--- src/mrlp_pkg.sv ---
// Package for the modem response line parser: parse states, status codes,
// character constants and the per-byte result record. No dependencies.
package mrlp_pkg;

    localparam int LINE_W = 3;
    localparam int COL_W  = 7;

    localparam logic [7:0] CH_CR   = 8'd13;
    localparam logic [7:0] CH_LF   = 8'd10;
    localparam logic [7:0] CH_O    = 8'h4F;
    localparam logic [7:0] CH_E    = 8'h45;
    localparam logic [7:0] CH_PLUS = 8'h2B;
    localparam logic [7:0] CH_K    = 8'h4B;
    localparam logic [7:0] CH_R    = 8'h52;

    typedef enum logic [4:0] {
        ST_WAIT_CR    = 5'd0,
        ST_WAIT_LF    = 5'd1,
        ST_HEAD       = 5'd2,
        ST_OK_K       = 5'd3,
        ST_END_CR     = 5'd4,
        ST_END_LF     = 5'd5,
        ST_DONE       = 5'd6,
        ST_ERR_R1     = 5'd7,
        ST_ERR_R2     = 5'd8,
        ST_ERR_O      = 5'd9,
        ST_ERR_R3     = 5'd10,
        ST_ERR_CR     = 5'd11,
        ST_PLUS_FIRST = 5'd12,
        ST_PLUS_BODY  = 5'd13,
        ST_PLUS_LF    = 5'd14,
        ST_AFTER_PLUS = 5'd15,
        ST_BLANK_LF   = 5'd16,
        ST_FINAL      = 5'd17
    } state_t;

    typedef enum logic [1:0] {
        STAT_FEED     = 2'd0,
        STAT_END      = 2'd1,
        STAT_GRAMMAR  = 2'd2,
        STAT_OVERFLOW = 2'd3
    } status_t;

    typedef struct packed {
        status_t             status;
        logic                store_write;
        logic [LINE_W-1:0]   store_line;
        logic [COL_W-1:0]    store_column;
        logic [7:0]          store_char;
        logic                line_done;
        logic                clear_store;
    } result_t;

endpackage

--- src/mrlp_fsm.sv ---
// Parse state machine with line and column counters; one transition per byte.
// Depends on mrlp_pkg.
module mrlp_fsm #(
    parameter int NUM_LINES = 8,
    parameter int LINE_LEN  = 128
) (
    input  logic              aclk,
    input  logic              aresetn,
    input  logic              step_en,
    input  logic [7:0]        rx_byte,
    output mrlp_pkg::result_t result
);

    localparam int LW = $clog2(NUM_LINES + 1);
    localparam int CW = $clog2(LINE_LEN + 1);

    mrlp_pkg::state_t  state_reg, state_next;
    logic [LW-1:0]     line_reg, line_next;
    logic [CW-1:0]     col_reg, col_next;

    mrlp_pkg::state_t  acc_state;
    mrlp_pkg::status_t acc_stat;
    logic              acc, closes, bad, restart_req, overflow, is_crlf;
    logic [LW-1:0]     eff_line;
    logic [CW-1:0]     eff_col;

    always_ff @(posedge aclk) begin
        if (!aresetn) begin
            state_reg <= mrlp_pkg::ST_WAIT_CR;
            line_reg  <= '0;
            col_reg   <= '0;
        end else if (step_en) begin
            state_reg <= state_next;
            line_reg  <= line_next;
            col_reg   <= col_next;
        end
    end

    always_comb begin
        acc         = 1'b0;
        closes      = 1'b0;
        bad         = 1'b0;
        restart_req = 1'b0;
        acc_state   = mrlp_pkg::ST_WAIT_CR;
        acc_stat    = mrlp_pkg::STAT_FEED;
        is_crlf     = (rx_byte == mrlp_pkg::CH_CR) || (rx_byte == mrlp_pkg::CH_LF);

        unique case (state_reg)
            mrlp_pkg::ST_WAIT_LF: begin
                if (rx_byte == mrlp_pkg::CH_LF) begin
                    acc = 1'b1; closes = 1'b1; acc_state = mrlp_pkg::ST_HEAD;
                end else bad = 1'b1;
            end
            mrlp_pkg::ST_HEAD: begin
                if (rx_byte == mrlp_pkg::CH_O) begin
                    acc = 1'b1; acc_state = mrlp_pkg::ST_OK_K;
                end else if (rx_byte == mrlp_pkg::CH_E) begin
                    acc = 1'b1; acc_state = mrlp_pkg::ST_ERR_R1;
                end else if (rx_byte == mrlp_pkg::CH_PLUS) begin
                    acc = 1'b1; acc_state = mrlp_pkg::ST_PLUS_FIRST;
                end else bad = 1'b1;
            end
            mrlp_pkg::ST_OK_K: begin
                if (rx_byte == mrlp_pkg::CH_K) begin
                    acc = 1'b1; acc_state = mrlp_pkg::ST_END_CR;
                end else bad = 1'b1;
            end
            mrlp_pkg::ST_END_CR: begin
                if (rx_byte == mrlp_pkg::CH_CR) begin
                    acc = 1'b1; acc_state = mrlp_pkg::ST_END_LF;
                end else bad = 1'b1;
            end
            mrlp_pkg::ST_END_LF: begin
                if (rx_byte == mrlp_pkg::CH_LF) begin
                    acc = 1'b1; closes = 1'b1; acc_state = mrlp_pkg::ST_DONE;
                    acc_stat = mrlp_pkg::STAT_END;
                end else bad = 1'b1;
            end
            mrlp_pkg::ST_DONE: begin
                restart_req = 1'b1;
                if (rx_byte == mrlp_pkg::CH_CR) begin
                    acc = 1'b1; acc_state = mrlp_pkg::ST_WAIT_LF;
                end
            end
            mrlp_pkg::ST_ERR_R1: begin
                if (rx_byte == mrlp_pkg::CH_R) begin
                    acc = 1'b1; acc_state = mrlp_pkg::ST_ERR_R2;
                end else bad = 1'b1;
            end
            mrlp_pkg::ST_ERR_R2: begin
                if (rx_byte == mrlp_pkg::CH_R) begin
                    acc = 1'b1; acc_state = mrlp_pkg::ST_ERR_O;
                end else bad = 1'b1;
            end
            mrlp_pkg::ST_ERR_O: begin
                if (rx_byte == mrlp_pkg::CH_O) begin
                    acc = 1'b1; acc_state = mrlp_pkg::ST_ERR_R3;
                end else bad = 1'b1;
            end
            mrlp_pkg::ST_ERR_R3: begin
                if (rx_byte == mrlp_pkg::CH_R) begin
                    acc = 1'b1; acc_state = mrlp_pkg::ST_ERR_CR;
                end else bad = 1'b1;
            end
            mrlp_pkg::ST_ERR_CR: begin
                if (rx_byte == mrlp_pkg::CH_CR) begin
                    acc = 1'b1; acc_state = mrlp_pkg::ST_END_LF;
                end else bad = 1'b1;
            end
            mrlp_pkg::ST_PLUS_FIRST: begin
                if (!is_crlf) begin
                    acc = 1'b1; acc_state = mrlp_pkg::ST_PLUS_BODY;
                end else bad = 1'b1;
            end
            mrlp_pkg::ST_PLUS_BODY: begin
                if (!is_crlf) begin
                    acc = 1'b1; acc_state = mrlp_pkg::ST_PLUS_BODY;
                end else if (rx_byte == mrlp_pkg::CH_CR) begin
                    acc = 1'b1; acc_state = mrlp_pkg::ST_PLUS_LF;
                end else bad = 1'b1;
            end
            mrlp_pkg::ST_PLUS_LF: begin
                if (rx_byte == mrlp_pkg::CH_LF) begin
                    acc = 1'b1; closes = 1'b1; acc_state = mrlp_pkg::ST_AFTER_PLUS;
                end else bad = 1'b1;
            end
            mrlp_pkg::ST_AFTER_PLUS: begin
                if (rx_byte == mrlp_pkg::CH_PLUS) begin
                    acc = 1'b1; acc_state = mrlp_pkg::ST_PLUS_FIRST;
                end else if (rx_byte == mrlp_pkg::CH_CR) begin
                    acc = 1'b1; acc_state = mrlp_pkg::ST_BLANK_LF;
                end else bad = 1'b1;
            end
            mrlp_pkg::ST_BLANK_LF: begin
                if (rx_byte == mrlp_pkg::CH_LF) begin
                    acc = 1'b1; closes = 1'b1; acc_state = mrlp_pkg::ST_FINAL;
                end else bad = 1'b1;
            end
            mrlp_pkg::ST_FINAL: begin
                if (rx_byte == mrlp_pkg::CH_E) begin
                    acc = 1'b1; acc_state = mrlp_pkg::ST_ERR_R1;
                end else if (rx_byte == mrlp_pkg::CH_O) begin
                    acc = 1'b1; acc_state = mrlp_pkg::ST_OK_K;
                end else bad = 1'b1;
            end
            default: begin
                if (rx_byte == mrlp_pkg::CH_CR) begin
                    acc = 1'b1; acc_state = mrlp_pkg::ST_WAIT_LF;
                end
            end
        endcase

        eff_line = restart_req ? '0 : line_reg;
        eff_col  = restart_req ? '0 : col_reg;
        overflow = (eff_line >= LW'(NUM_LINES)) || (eff_col >= CW'(LINE_LEN)) ||
                   (closes && ((CW+1)'(eff_col) + (CW+1)'(1) >= (CW+1)'(LINE_LEN)));

        result       = '0;
        state_next   = state_reg;
        line_next    = line_reg;
        col_next     = col_reg;

        if (bad || (acc && overflow)) begin
            result.status      = bad ? mrlp_pkg::STAT_GRAMMAR : mrlp_pkg::STAT_OVERFLOW;
            result.clear_store = 1'b1;
            state_next         = mrlp_pkg::ST_WAIT_CR;
            line_next          = '0;
            col_next           = '0;
        end else if (acc) begin
            result.status       = acc_stat;
            result.store_write  = 1'b1;
            result.store_line   = mrlp_pkg::LINE_W'(eff_line);
            result.store_column = mrlp_pkg::COL_W'(eff_col);
            result.store_char   = rx_byte;
            result.line_done    = closes;
            result.clear_store  = restart_req;
            state_next          = acc_state;
            if (closes) begin
                line_next = eff_line + LW'(1);
                col_next  = '0;
            end else begin
                line_next = eff_line;
                col_next  = eff_col + CW'(1);
            end
        end else if (restart_req) begin
            result.clear_store = 1'b1;
            state_next         = mrlp_pkg::ST_WAIT_CR;
            line_next          = '0;
            col_next           = '0;
        end
    end

    a_col_bound: assert property (@(posedge aclk) disable iff (!aresetn)
        col_reg <= CW'(LINE_LEN))
        else $error("column counter beyond line length");

    a_line_bound: assert property (@(posedge aclk) disable iff (!aresetn)
        line_reg <= LW'(NUM_LINES))
        else $error("line counter beyond line count");

    a_err_no_write: assert property (@(posedge aclk) disable iff (!aresetn)
        (result.status == mrlp_pkg::STAT_GRAMMAR || result.status == mrlp_pkg::STAT_OVERFLOW)
        |-> (!result.store_write && result.clear_store))
        else $error("error result carries a store write");

    a_err_restart: assert property (@(posedge aclk) disable iff (!aresetn)
        (step_en && (result.status == mrlp_pkg::STAT_GRAMMAR ||
                     result.status == mrlp_pkg::STAT_OVERFLOW))
        |=> (state_reg == mrlp_pkg::ST_WAIT_CR && line_reg == '0 && col_reg == '0))
        else $error("parser did not restart after error");

    a_done_lf: assert property (@(posedge aclk) disable iff (!aresetn)
        (result.line_done) |-> (result.store_write && result.store_char == mrlp_pkg::CH_LF))
        else $error("line done without a stored LF");

endmodule

--- src/modem_response_line_parser_top.sv ---
// Top level of the modem response line parser: input register, parse FSM,
// result register. Depends on mrlp_pkg and mrlp_fsm.
// An accepted byte passes the input register, then the FSM, then the output register.
// Throughput: one byte per cycle unless the output stalls; state and counters update per byte.
// A stalled result holds in the output register while the input register takes one more byte.
// Reset (aresetn low, synchronous): both registers empty, parser waits for CR, counters zero.
module modem_response_line_parser_top #(
    parameter int NUM_LINES = 8,
    parameter int LINE_LEN  = 128
) (
    input  logic       aclk,
    input  logic       aresetn,
    input  logic       s_valid,
    output logic       s_ready,
    input  logic [7:0] s_rx_byte,
    output logic       m_valid,
    input  logic       m_ready,
    output logic [1:0] m_status,
    output logic       m_store_write,
    output logic [2:0] m_store_line,
    output logic [6:0] m_store_column,
    output logic [7:0] m_store_char,
    output logic       m_line_done,
    output logic       m_clear_store
);

    logic              in_valid_reg;
    logic [7:0]        in_byte_reg;
    logic              out_valid_reg;
    mrlp_pkg::result_t out_res_reg;
    mrlp_pkg::result_t step_res;
    logic              advance;

    assign advance = in_valid_reg && (!out_valid_reg || m_ready);
    assign s_ready = !in_valid_reg || advance;

    mrlp_fsm #(
        .NUM_LINES (NUM_LINES),
        .LINE_LEN  (LINE_LEN)
    ) u_fsm (
        .aclk    (aclk),
        .aresetn (aresetn),
        .step_en (advance),
        .rx_byte (in_byte_reg),
        .result  (step_res)
    );

    always_ff @(posedge aclk) begin
        if (!aresetn) begin
            in_valid_reg  <= 1'b0;
            out_valid_reg <= 1'b0;
        end else begin
            if (s_valid && s_ready) begin
                in_valid_reg <= 1'b1;
            end else if (advance) begin
                in_valid_reg <= 1'b0;
            end
            if (advance) begin
                out_valid_reg <= 1'b1;
            end else if (m_ready) begin
                out_valid_reg <= 1'b0;
            end
        end
    end

    always_ff @(posedge aclk) begin
        if (s_valid && s_ready) begin
            in_byte_reg <= s_rx_byte;
        end
        if (advance) begin
            out_res_reg <= step_res;
        end
    end

    assign m_valid        = out_valid_reg;
    assign m_status       = out_res_reg.status;
    assign m_store_write  = out_res_reg.store_write;
    assign m_store_line   = out_res_reg.store_line;
    assign m_store_column = out_res_reg.store_column;
    assign m_store_char   = out_res_reg.store_char;
    assign m_line_done    = out_res_reg.line_done;
    assign m_clear_store  = out_res_reg.clear_store;

    a_stall_hold: assert property (@(posedge aclk) disable iff (!aresetn)
        (m_valid && !m_ready) |=> (m_valid && $stable(out_res_reg)))
        else $error("stalled result changed");

    a_no_drop: assert property (@(posedge aclk) disable iff (!aresetn)
        (in_valid_reg && !advance) |=> in_valid_reg)
        else $error("pending request dropped");

    a_ready_empty: assert property (@(posedge aclk) disable iff (!aresetn)
        !in_valid_reg |-> s_ready)
        else $error("input register empty but not ready");

endmodule
--- config.mk ---
export PLATFORM = sky130hd
export DESIGN_NAME = modem_response_line_parser_top
export DESIGN_NICKNAME = d
export VERILOG_FILES = /design/src/mrlp_pkg.sv /design/src/mrlp_fsm.sv /design/src/modem_response_line_parser_top.sv
export SDC_FILE = /design/constraint.sdc
export NUM_CORES = 1
export LEC_CHECK = 0
export BUFFER_PORTS_ARGS = -buffer_cell sky130_fd_sc_hd__buf_4
export CORE_MARGIN = 8
export CORE_UTILIZATION = 50
export CTS_CLUSTER_SIZE = 24
export DETAILED_ROUTE_END_ITERATION = 16
export HOLD_SLACK_MARGIN = 0.1
export PLACE_DENSITY = 0.75
export SYNTH_ARGS = -nofsm -noshare
export SYNTH_HDL_FRONTEND = slang
export SYNTH_SLANG_ARGS = --single-unit
--- constraint.sdc ---
create_clock -name aclk -period 4 [get_ports aclk]
set_input_delay 0.2 -clock aclk [delete_from_list [all_inputs] [get_ports aclk]]
set_output_delay 0.2 -clock aclk [all_outputs]
set_load 0.005 [all_outputs]
==> results.py, run 1 <==
metrics = {
    "outcome": {
        "status": "complete, no violations",
    },
    "setup_path": {
        "critPathSlowestCell": "a21oi_1",
        "worst_setup_path_end_kind": "flop",
        "rrSetupSlack_ns": 0.47,
        "worstPathRequired_ns": 4.19,
        "cp_max_fo": 17,
        "rr_endpoint": "u_fsm.col_reg[4]",
        "crit_type": "reg2reg",
        "worstPathCellList": "inv_2, a31o_1, a222oi_1, nor3b_2, a41oi_2, a21oi_1, nand3_1, o311ai_0",
        "crit_cells": 8,
        "endpoint": "u_fsm.col_reg[4]",
        "cp_num_buf_inv": 1,
        "cp-startpoint": "u_fsm.state_reg[2]",
        "rr_worst_depth": 8,
        "startpoint_type": "flop",
        "cp_top_family": "compound AO/OA/AOI/OAI gates",
        "slowest_delay_ns": 0.78,
        "crit_arrival_ns": 3.72,
        "reg2reg_from": "u_fsm.state_reg[2]",
    },
    "drt": {
        "wl_per_cell_um": 17.4,
        "drtIter0Drc": 316,
        "dr.pass1.iters": 5,
        "detail-route-antenna-nets": 0,
        "wl_mm": 7.57,
        "drcViolationCount": 0,
        "vias": 2703,
        "routed_via_density": 6.21,
    },
    "power": {
        "p_comb_share_pct": 6.5,
        "share_seq_of_total_power_pct": 57.5,
        "p_int_w": 0.000784,
        "power.switching_w": 0.000216,
        "p_per_area_mw_per_mm2": 291,
        "clockPowerShare_pct": 36.0,
        "sw_frac_of_total_pct": 21.6,
        "ir_drop_v": 0.000249,
        "leakagePower_nw": 1.31,
    },
    "flow_run": {
        "drv_cap": 0,
    },
    "cells_and_area": {
        "layout_commonest_cell": "buf_4",
        "postLayoutCoreUtil_pct": 59.1,
        "drive_gt1_share_pct": 17.8,
        "antenna-diode-count": 0,
        "final_nets": 374,
        "area_growth_pct": 17.0,
        "layout_common_cells": "buf_4, edfxtp_1, nand2_1",
        "final_area_sq_mm": 0.00344,
    },
    "cts": {
        "cts_tree": "yes",
        "cts_max_level": 2,
        "cts_resized": 0,
        "path_clk_slew_ns": 0.09,
        "cts_inserted_buffers": 5,
        "clock_latency_ns": 0.31,
        "cts_sinks": 50,
        "root_buffer": "clkbuf_8",
        "clock_path_buffers": 2,
    },
    "placement": {
        "hpwl_mm": 5.35,
        "io_buffer_count": 36,
        "dp_slack_ns": 0.637,
        "postPlaceCellArea_sq_mm": 0.00324,
        "globalplace.congestion": 0.938,
    },
    "sta": {
        "fin_tns_setup_ns": 0,
        "final_max_slew_viol_count": 0,
        "period_minus_slack_ns": 3.53,
        "relSlewSlack_pct": 38.0,
        "rsz0062_at_grt": "no",
        "setup_ws_ns": 0.468,
        "hold_viol_final": 0,
        "skew_ns": 0.00809,
        "holdWs_ns": 0.103,
        "tightest_slew_ns": 0.930,
        "clock.fmax_ghz": 0.283,
        "post-route-period-util_pct": 88.3,
        "final-setup-viol-count": 0,
    },
    "global_route": {
        "grt_pass1_wl_mm": 12.2,
        "grt_max_degree": 23,
        "grt_pass1_vias": 2505,
        "antenna_found_initial": 0,
        "grt.total_usage_pct": 17.5,
        "globalRouteOverflowTotal": 0,
    },
    "synth": {
        "ys.warnings.count": 0,
        "synthCells": 325,
        "syn_area_sq_mm": 0.00294,
        "syn_nets": 340,
        "syn_area_per_cell_sq_um": 9.04,
        "ys_ff_latch": 50,
        "async_reset_ff_share_pct": 0,
        "synth_enable_flop_cells": 31,
        "synthFlopType": "edfxtp_1",
        "synth_cell_types": 61,
        "synth.yosys.seq_area_share_pct": 44.6,
    },
    "die": {
        "dieWidth_um": 92.7,
        "rows": 28,
        "io_pins": 37,
        "die_h_um": 92.7,
        "start_util_pct": 50.5,
        "core-area_sq_mm": 0.00582,
        "fp.dieArea_sq_mm": 0.00858,
    },
    "hold_path": {
        "hold_class": "in2reg",
    },
}
cells in the mapped netlist (all sizes together) (6+ instances only):
cell type  number  share of area [%]
nor2b           6                1.3
edfxtp         31                 32
clkbuf         14                1.8
nor3           14                2.9
nand2          29                3.7
inv            11                1.4
nand3          22                3.7
a21oi          17                3.0
a31oi           7                1.5
nand4          10                2.1
dfxtp          19                 13
nor2           27                3.5
o21ai          12                2.0
and3           18                3.8
buf             9                1.8
final cells by class:
class / instances / area, sq um
Sequential cell: 50 / 1310
Inverter: 11 / 41.3
Multi-Input combinational cell: 241 / 1480
Clock inverter: 3 / 47.5
Fill cell: 528 / 2380
Timing Repair Buffer: 50 / 395
Clock buffer: 5 / 68.8
Tap cell: 75 / 93.8
worst min-delay path by stage:
stage | slack (ns) | cells past startpoint | endpoint | from
finish | 0.10 | 3 | in_valid_reg | s_valid
floorplan | 0.30 | 0 | in_byte_reg[0] | s_rx_byte[0]
CTS | 0.10 | 3 | in_valid_reg | s_valid
global route | 0.11 | 3 | in_valid_reg | s_valid
global placement | 0.38 | 1 | in_byte_reg[0] | s_rx_byte[0]
detailed placement | 0.38 | 1 | in_byte_reg[3] | s_rx_byte[3]
stage by stage:
stage,cells,total power [W]
final,435,0.00100
after global routing,435,0.00103
after CTS,435,0.00101
after detailed placement,419,0.000645
after global placement,419,0.000644
after floorplan,325,0.000614
routing by layer:
metal  global-route usage (%)  wire length (um)  vias to the layer above
met3                     4.29               619                       14
li1                         -                 -                     1289
met5                        0                 0                        -
met4                     6.17               142                        0
met1                     23.6              3450                     1265
met2                     26.6              3360                      135
logic make-up (layout without fill, tap and decap cells):
kind of cell,count (synthesis),in the layout,share of synthesized area (%)
buffers and inverters,34,69,5.03
muxes,2,2,0.681
xor gates and xnor gates,2,2,0.596
and+or+nand+nor,170,170,33.3
DFF,50,50,44.6
adders and majority gates,3,3,1.28
AOI/OAI and AO/OA,64,64,14.5
power groups by stage:
stage	combinational [W]	clock, W	sequential (W)
2_1_floorplan	0.0000348	0	0.000580
3_3_place_gp	0.0000585	0	0.000586
3_5_place_dp	0.0000594	0	0.000586
4_1_cts	0.0000658	0.000367	0.000574
5_1_grt	0.0000720	0.000381	0.000577
6_report	0.0000654	0.000360	0.000575
timing repair:
action                                 in CTS  in global routing
endpoints found under the hold margin       8                  0
buffers inserted                            0                  0
hold buffers                                8                  0
worst register-to-register path, stage by stage (launching register included):
cell      delay (ns)
dfxtp_1         0.68
inv_2           0.09
a31o_1          0.22
a222oi_1        0.42
nor3b_2         0.27
a41oi_2         0.35
a21oi_1         0.79
nand3_1         0.21
o311ai_0        0.39
No activity file was read; power rests on OpenSTA's default activity.
==> run 2, diff against run 1 <==
Settings changed: BUFFER_PORTS_ARGS -buffer_cell sky130_fd_sc_hd__buf_4 to default, DONT_BUFFER_PORTS from default to 1, PLACE_DENSITY 0.75 to 0.7.
==> results.py, run 2 (synthesis gave the netlist of run 1 again) <==
metrics = {
    "drt": {
        "dr.pass1.iters": 4,
        "drcViolationCount": 0,
        "drtIter0Drc": 351,
        "wl_mm": 7.09,
        "detail-route-antenna-nets": 0,
        "routed_via_density": 6.25,
        "vias": 2488,
        "wl_per_cell_um": 17.8,
    },
    "placement": {
        "io_buffer_count": 0,
        "globalplace.congestion": 0.964,
        "hpwl_mm": 4.95,
        "postPlaceCellArea_sq_mm": 0.00295,
    },
    "global_route": {
        "grt_max_degree": 23,
        "globalRouteOverflowTotal": 0,
        "grt_pass1_wl_mm": 11.8,
        "grt.total_usage_pct": 16.9,
        "grt_pass1_vias": 2441,
        "antenna_found_initial": 0,
    },
    "setup_path": {
        "worst_setup_path_end_kind": "flop",
        "worstPathRequired_ns": 4.19,
        "startpoint_type": "flop",
        "reg2reg_from": "u_fsm.state_reg[0]",
        "worstPathCellList": "nor3b_1, nand3b_1, nand2_1, nor2_1, a21o_1, a21oi_1, nand3_1, o311ai_0",
        "cp_max_fo": 20,
        "cp-startpoint": "u_fsm.state_reg[0]",
        "slowest_delay_ns": 0.70,
        "critPathSlowestCell": "a21oi_1",
        "crit_arrival_ns": 3.56,
        "crit_type": "reg2reg",
    },
    "sta": {
        "relSlewSlack_pct": 44.1,
        "fin_tns_setup_ns": 0,
        "clock.fmax_ghz": 0.297,
        "final-setup-viol-count": 0,
        "skew_ns": 0.0114,
        "rsz0062_at_grt": "no",
        "tightest_slew_ns": 0.839,
        "period_minus_slack_ns": 3.36,
        "final_max_slew_viol_count": 0,
        "post-route-period-util_pct": 84.1,
        "hold_viol_final": 0,
    },
    "outcome": {
        "status": "complete, no violations",
    },
    "cells_and_area": {
        "antenna-diode-count": 0,
        "layout_common_cells": "edfxtp_1, nand2_1, nor2_1",
        "layout_commonest_cell": "edfxtp_1",
        "area_growth_pct": 6.98,
        "final_area_sq_mm": 0.00314,
        "drive_gt1_share_pct": 7.74,
        "final_nets": 337,
    },
    "die": {
        "io_pins": 37,
        "fp.dieArea_sq_mm": 0.00858,
        "rows": 28,
        "start_util_pct": 50.5,
        "core-area_sq_mm": 0.00582,
        "dieWidth_um": 92.7,
        "die_h_um": 92.7,
    },
    "power": {
        "p_per_area_mw_per_mm2": 292,
        "ir_drop_v": 0.000272,
        "leakagePower_nw": 1.12,
    },
    "cts": {
        "path_clk_slew_ns": 0.09,
        "cts_resized": 0,
        "cts_max_level": 2,
        "root_buffer": "clkbuf_8",
        "cts_tree": "yes",
        "clock_path_buffers": 2,
        "cts_sinks": 50,
        "cts_inserted_buffers": 5,
        "clock_latency_ns": 0.30,
    },
    "flow_run": {
        "drv_cap": 0,
    },
    "hold_path": {
        "hp-start": "aresetn",
        "hold_class": "in2reg",
    },
}
[run 2: report_power, final]
part	switching, W	internal (W)	total, W
clock	0.000158	0.000139	0.000297
sequential	0.0000161	0.000561	0.000577
combinational	0.0000255	0.0000170	0.0000426
total	0.000200	0.000717	0.000917
[run 2: worst max-delay path, delay by kind of cell (launching register included)]
kind,cells,cell delay [ns]
simple gates,5,1.36
flops,1,0.51
compound gates,3,1.37
[run 2: metal layers]
metal  global-route usage, %  routed length, um
met5                       0                  0
met4                    6.31                108
met3                    4.85                636
met2                    25.0               3070
met1                    22.9               3270
[run 2: final cells by class]
type,instances,area (sq um)
Multi-Input combinational cell,241,1480
Timing Repair Buffer,13,123
Clock inverter,2,12.5
Inverter,11,41.3
Sequential cell,50,1310
Tap cell,75,93.8
Clock buffer,6,82.6
Fill cell,551,2670
[run 2: final timing paths]
kind | to | slack [ns] | depth (start not counted)
worst max-delay path | u_fsm.col_reg[4] | 0.64 | 8
worst min-delay path | u_fsm.state_reg[0] | 0.11 | 2
worst max register to register | u_fsm.col_reg[4] | 0.64 | 8
worst min register to register | u_fsm.col_reg[7] | 0.49 | 1
[run 2: repair_timing]
action,in CTS,in global routing
setup endpoints to repair,0,0
hold buffers,10,0
endpoints found under the hold margin,15,0
buffers inserted,0,0
[run 2: per-stage QoR]
step	hold slack [ns]	power, W	setup slack [ns]	cells	utilization (%)
3_5_place_dp	0.299	0.000623	0.655	380	50.7
3_3_place_gp	0.299	0.000622	0.696	380	50.7
2_1_floorplan	0.299	0.000614	1.50	325	-
4_1_cts	0.102	0.000925	0.663	398	54.0
5_1_grt	0.116	0.000953	0.237	398	54.0
6_report	0.111	0.000917	0.635	398	54.0
==> run 3, diff against run 2 <==
Settings changed: ABC_AREA from default to 1, PLACE_DENSITY 0.7 to 0.73.
Clock period 4 ns to 3 ns, I/O delays scaled along.
==> results.py, run 3 <==
metrics = {
    "synth": {
        "synthCells": 431,
        "syn_area_sq_mm": 0.00311,
        "yosys-top-cells-count": "nand2_1, nor2_1, inv_1",
        "synth.area.top_cells": "edfxtp_1, nand2_1, dfxtp_1",
        "syn_nets": 446,
        "ys.warnings.count": 0,
        "synth.yosys.seq_area_share_pct": 42.1,
        "syn_area_per_cell_sq_um": 7.22,
        "synth_cell_types": 35,
        "synthFlopType": "edfxtp_1",
        "ys_ff_latch": 50,
        "synth_top_area_cell": "edfxtp_1",
        "synth.top_cell.area_share_pct": 29.9,
        "async_reset_ff_share_pct": 0,
        "yosysMostFrequentCell": "nand2_1",
        "synth_enable_flop_cells": 31,
    },
    "cells_and_area": {
        "fillers": 552,
        "drive_gt1_share_pct": 12.3,
        "antenna-diode-count": 0,
        "layout_common_cells": "nand2_1, nor2_1, inv_1",
        "postLayoutCoreUtil_pct": 57.3,
        "layout_commonest_cell": "nand2_1",
        "multiInputGateArea_sq_mm": 0.00153,
        "final_cells": 521,
        "final_area_sq_mm": 0.00341,
        "area_growth_pct": 9.69,
        "final_nets": 460,
        "layout.area.seq_sq_mm": 0.00131,
    },
    "setup_path": {
        "cpMostUsedCell": "nor2_1",
        "critPathSlowestCell": "dfxtp_1",
        "crit_type": "reg2reg",
        "startpoint_type": "flop",
        "worstPathRequired_ns": 3.23,
        "slowest_delay_ns": 0.52,
        "worst_setup_path_end_kind": "flop",
        "cp_max_fo": 16,
        "worstPathCellList": "inv_4, nand2_1, nor2_2, nand2_2, inv_2, nor2_1, ha_1, nand4_1, or2_2, a21oi_1, o21ai_0, nor2_1, nor2_1, nor2_1",
        "crit_arrival_ns": 2.95,
    },
    "drt": {
        "drcViolationCount": 0,
        "routed_via_density": 5.33,
        "detail-route-antenna-nets": 0,
        "vias": 2779,
        "wl_per_cell_um": 14.5,
        "drtIter0Drc": 192,
        "dr.pass1.iters": 5,
        "wl_mm": 7.55,
    },
    "global_route": {
        "grt.total_usage_pct": 17.6,
        "grt_max_degree": 22,
        "grt_use_met1_pct": 22.2,
        "use_met3_pct": 3.65,
        "busiest_layer": "met2",
        "globalRouteOverflowTotal": 0,
        "antenna_found_initial": 0,
        "grt_pass1_wl_mm": 12.6,
        "grt_pass1_vias": 2614,
        "use_met2_pct": 29.3,
    },
    "cts": {
        "cts_inserted_buffers": 5,
        "root_buffer": "clkbuf_8",
        "cts_max_level": 2,
        "cts_sinks": 50,
        "clock_latency_ns": 0.30,
        "cts_tree": "yes",
        "path_clk_slew_ns": 0.09,
        "cts_resized": 0,
        "clock_path_buffers": 2,
    },
    "sta": {
        "fin_tns_setup_ns": 0,
        "relSlewSlack_pct": 68.4,
        "final-setup-viol-count": 0,
        "period_minus_slack_ns": 2.71,
        "clock.fmax_ghz": 0.369,
        "final_max_slew_viol_count": 0,
        "post-route-period-util_pct": 90.4,
        "rsz0062_at_grt": "no",
        "tightest_slew_ns": 0.473,
        "hold_viol_final": 0,
        "skew_ns": 0.0148,
    },
    "die": {
        "rows": 28,
        "core-area_sq_mm": 0.00596,
        "io_pins": 37,
        "fp.dieArea_sq_mm": 0.00901,
        "die_h_um": 94.9,
        "start_util_pct": 52.3,
        "dieWidth_um": 94.9,
    },
    "power": {
        "ir_drop_v": 0.000406,
        "p_per_area_mw_per_mm2": 775,
        "leakagePower_nw": 1.50,
    },
    "placement": {
        "globalplace.congestion": 0.952,
        "hpwl_mm": 5.50,
        "place_inst": 502,
        "io_buffer_count": 0,
        "postPlaceCellArea_sq_mm": 0.00317,
    },
    "flow_run": {
        "drv_cap": 0,
    },
    "outcome": {
        "status": "complete, no violations",
    },
    "hold_path": {
        "hold_class": "in2reg",
    },
}
run 3: cell count changes after synthesis, sizes merged, moves of 5 or more:
| cell | change |
|---|---|
| nor2b | -6 |
| and3 | -18 |
| nand2 | +97 |
| nor2 | +71 |
| nor3 | -10 |
| nor3b | -5 |
| inv | +43 |
| o31ai | -5 |
| nor4b | -5 |
| clkbuf | -12 |
| nand3 | +16 |
| or4b | -5 |
| a31oi | -7 |
run 3: path summary, 6_finish.rpt:
kind                                         start                 to  slack [ns]  depth (start not counted)
worst min register to register   u_fsm.line_reg[3]  u_fsm.line_reg[3]        0.47                          2
worst min-delay path                       aresetn   u_fsm.col_reg[2]        0.23                          2
worst max register to register  u_fsm.state_reg[4]   u_fsm.col_reg[4]        0.29                         14
worst max-delay path            u_fsm.state_reg[4]   u_fsm.col_reg[4]        0.29                         14
run 3: where the power goes:
| group | internal (W) | switching, W |
|---|---|---|
| Sequential | 0.000841 | 0.0000759 |
| Clock | 0.000330 | 0.000214 |
| Combinational | 0.000354 | 0.000832 |
| Total | 0.00152 | 0.00112 |
run 3: metrics by stage:
stage                     worst slack (ns)  total power (W)  hold slack (ns)
final                                0.288          0.00265            0.228
after floorplan                      0.881          0.00190            0.249
after global routing                0.0646          0.00284            0.265
after detailed placement             0.366          0.00209            0.249
after global placement               0.472          0.00208            0.249
after CTS                            0.329          0.00265            0.237
run 3: kinds of logic (layout without fill, tap and decap cells):
kind of cell,count (synthesis),in the layout,synth area share (%)
buf+inv,61,76,8.60
flops,50,50,42.1
xor+xnor,5,5,1.41
compound gates,36,36,6.43
fa+ha+maj,3,3,1.21
simple gates,276,276,40.2
run 3: critical path: cells and delay by family, from the launching register on:
family / cells / cell delay, ns
flops: 1 / 0.52
simple gates: 9 / 1.40
fa+ha+maj: 1 / 0.30
compound gates: 2 / 0.21
buf+inv: 2 / 0.21
run 3: routing by layer:
layer	up-vias	share of wire, %
met2	88	47
li1	1407	-
met1	1272	45
met5	-	0
met4	0	1.9
met3	12	5.9
run 3: repair_timing:
| action | CTS | global route |
|---|---|---|
| buffers inserted | 0 | 0 |
| hold endpoints to repair | 15 | 0 |
| setup endpoints to repair | 0 | 0 |
| hold buffers | 11 | 0 |
run 3: cell type report:
| cell class | count | share of cell area [%] |
|---|---|---|
| multi-input combinational | 320 | 44.9 |
| sequential | 50 | 38.4 |
| inverter | 54 | 6.16 |
| timing repair buffer | 14 | 3.88 |
| tap | 75 | 2.75 |
| clock buffer | 5 | 2.02 |
| clock inverter | 3 | 1.87 |
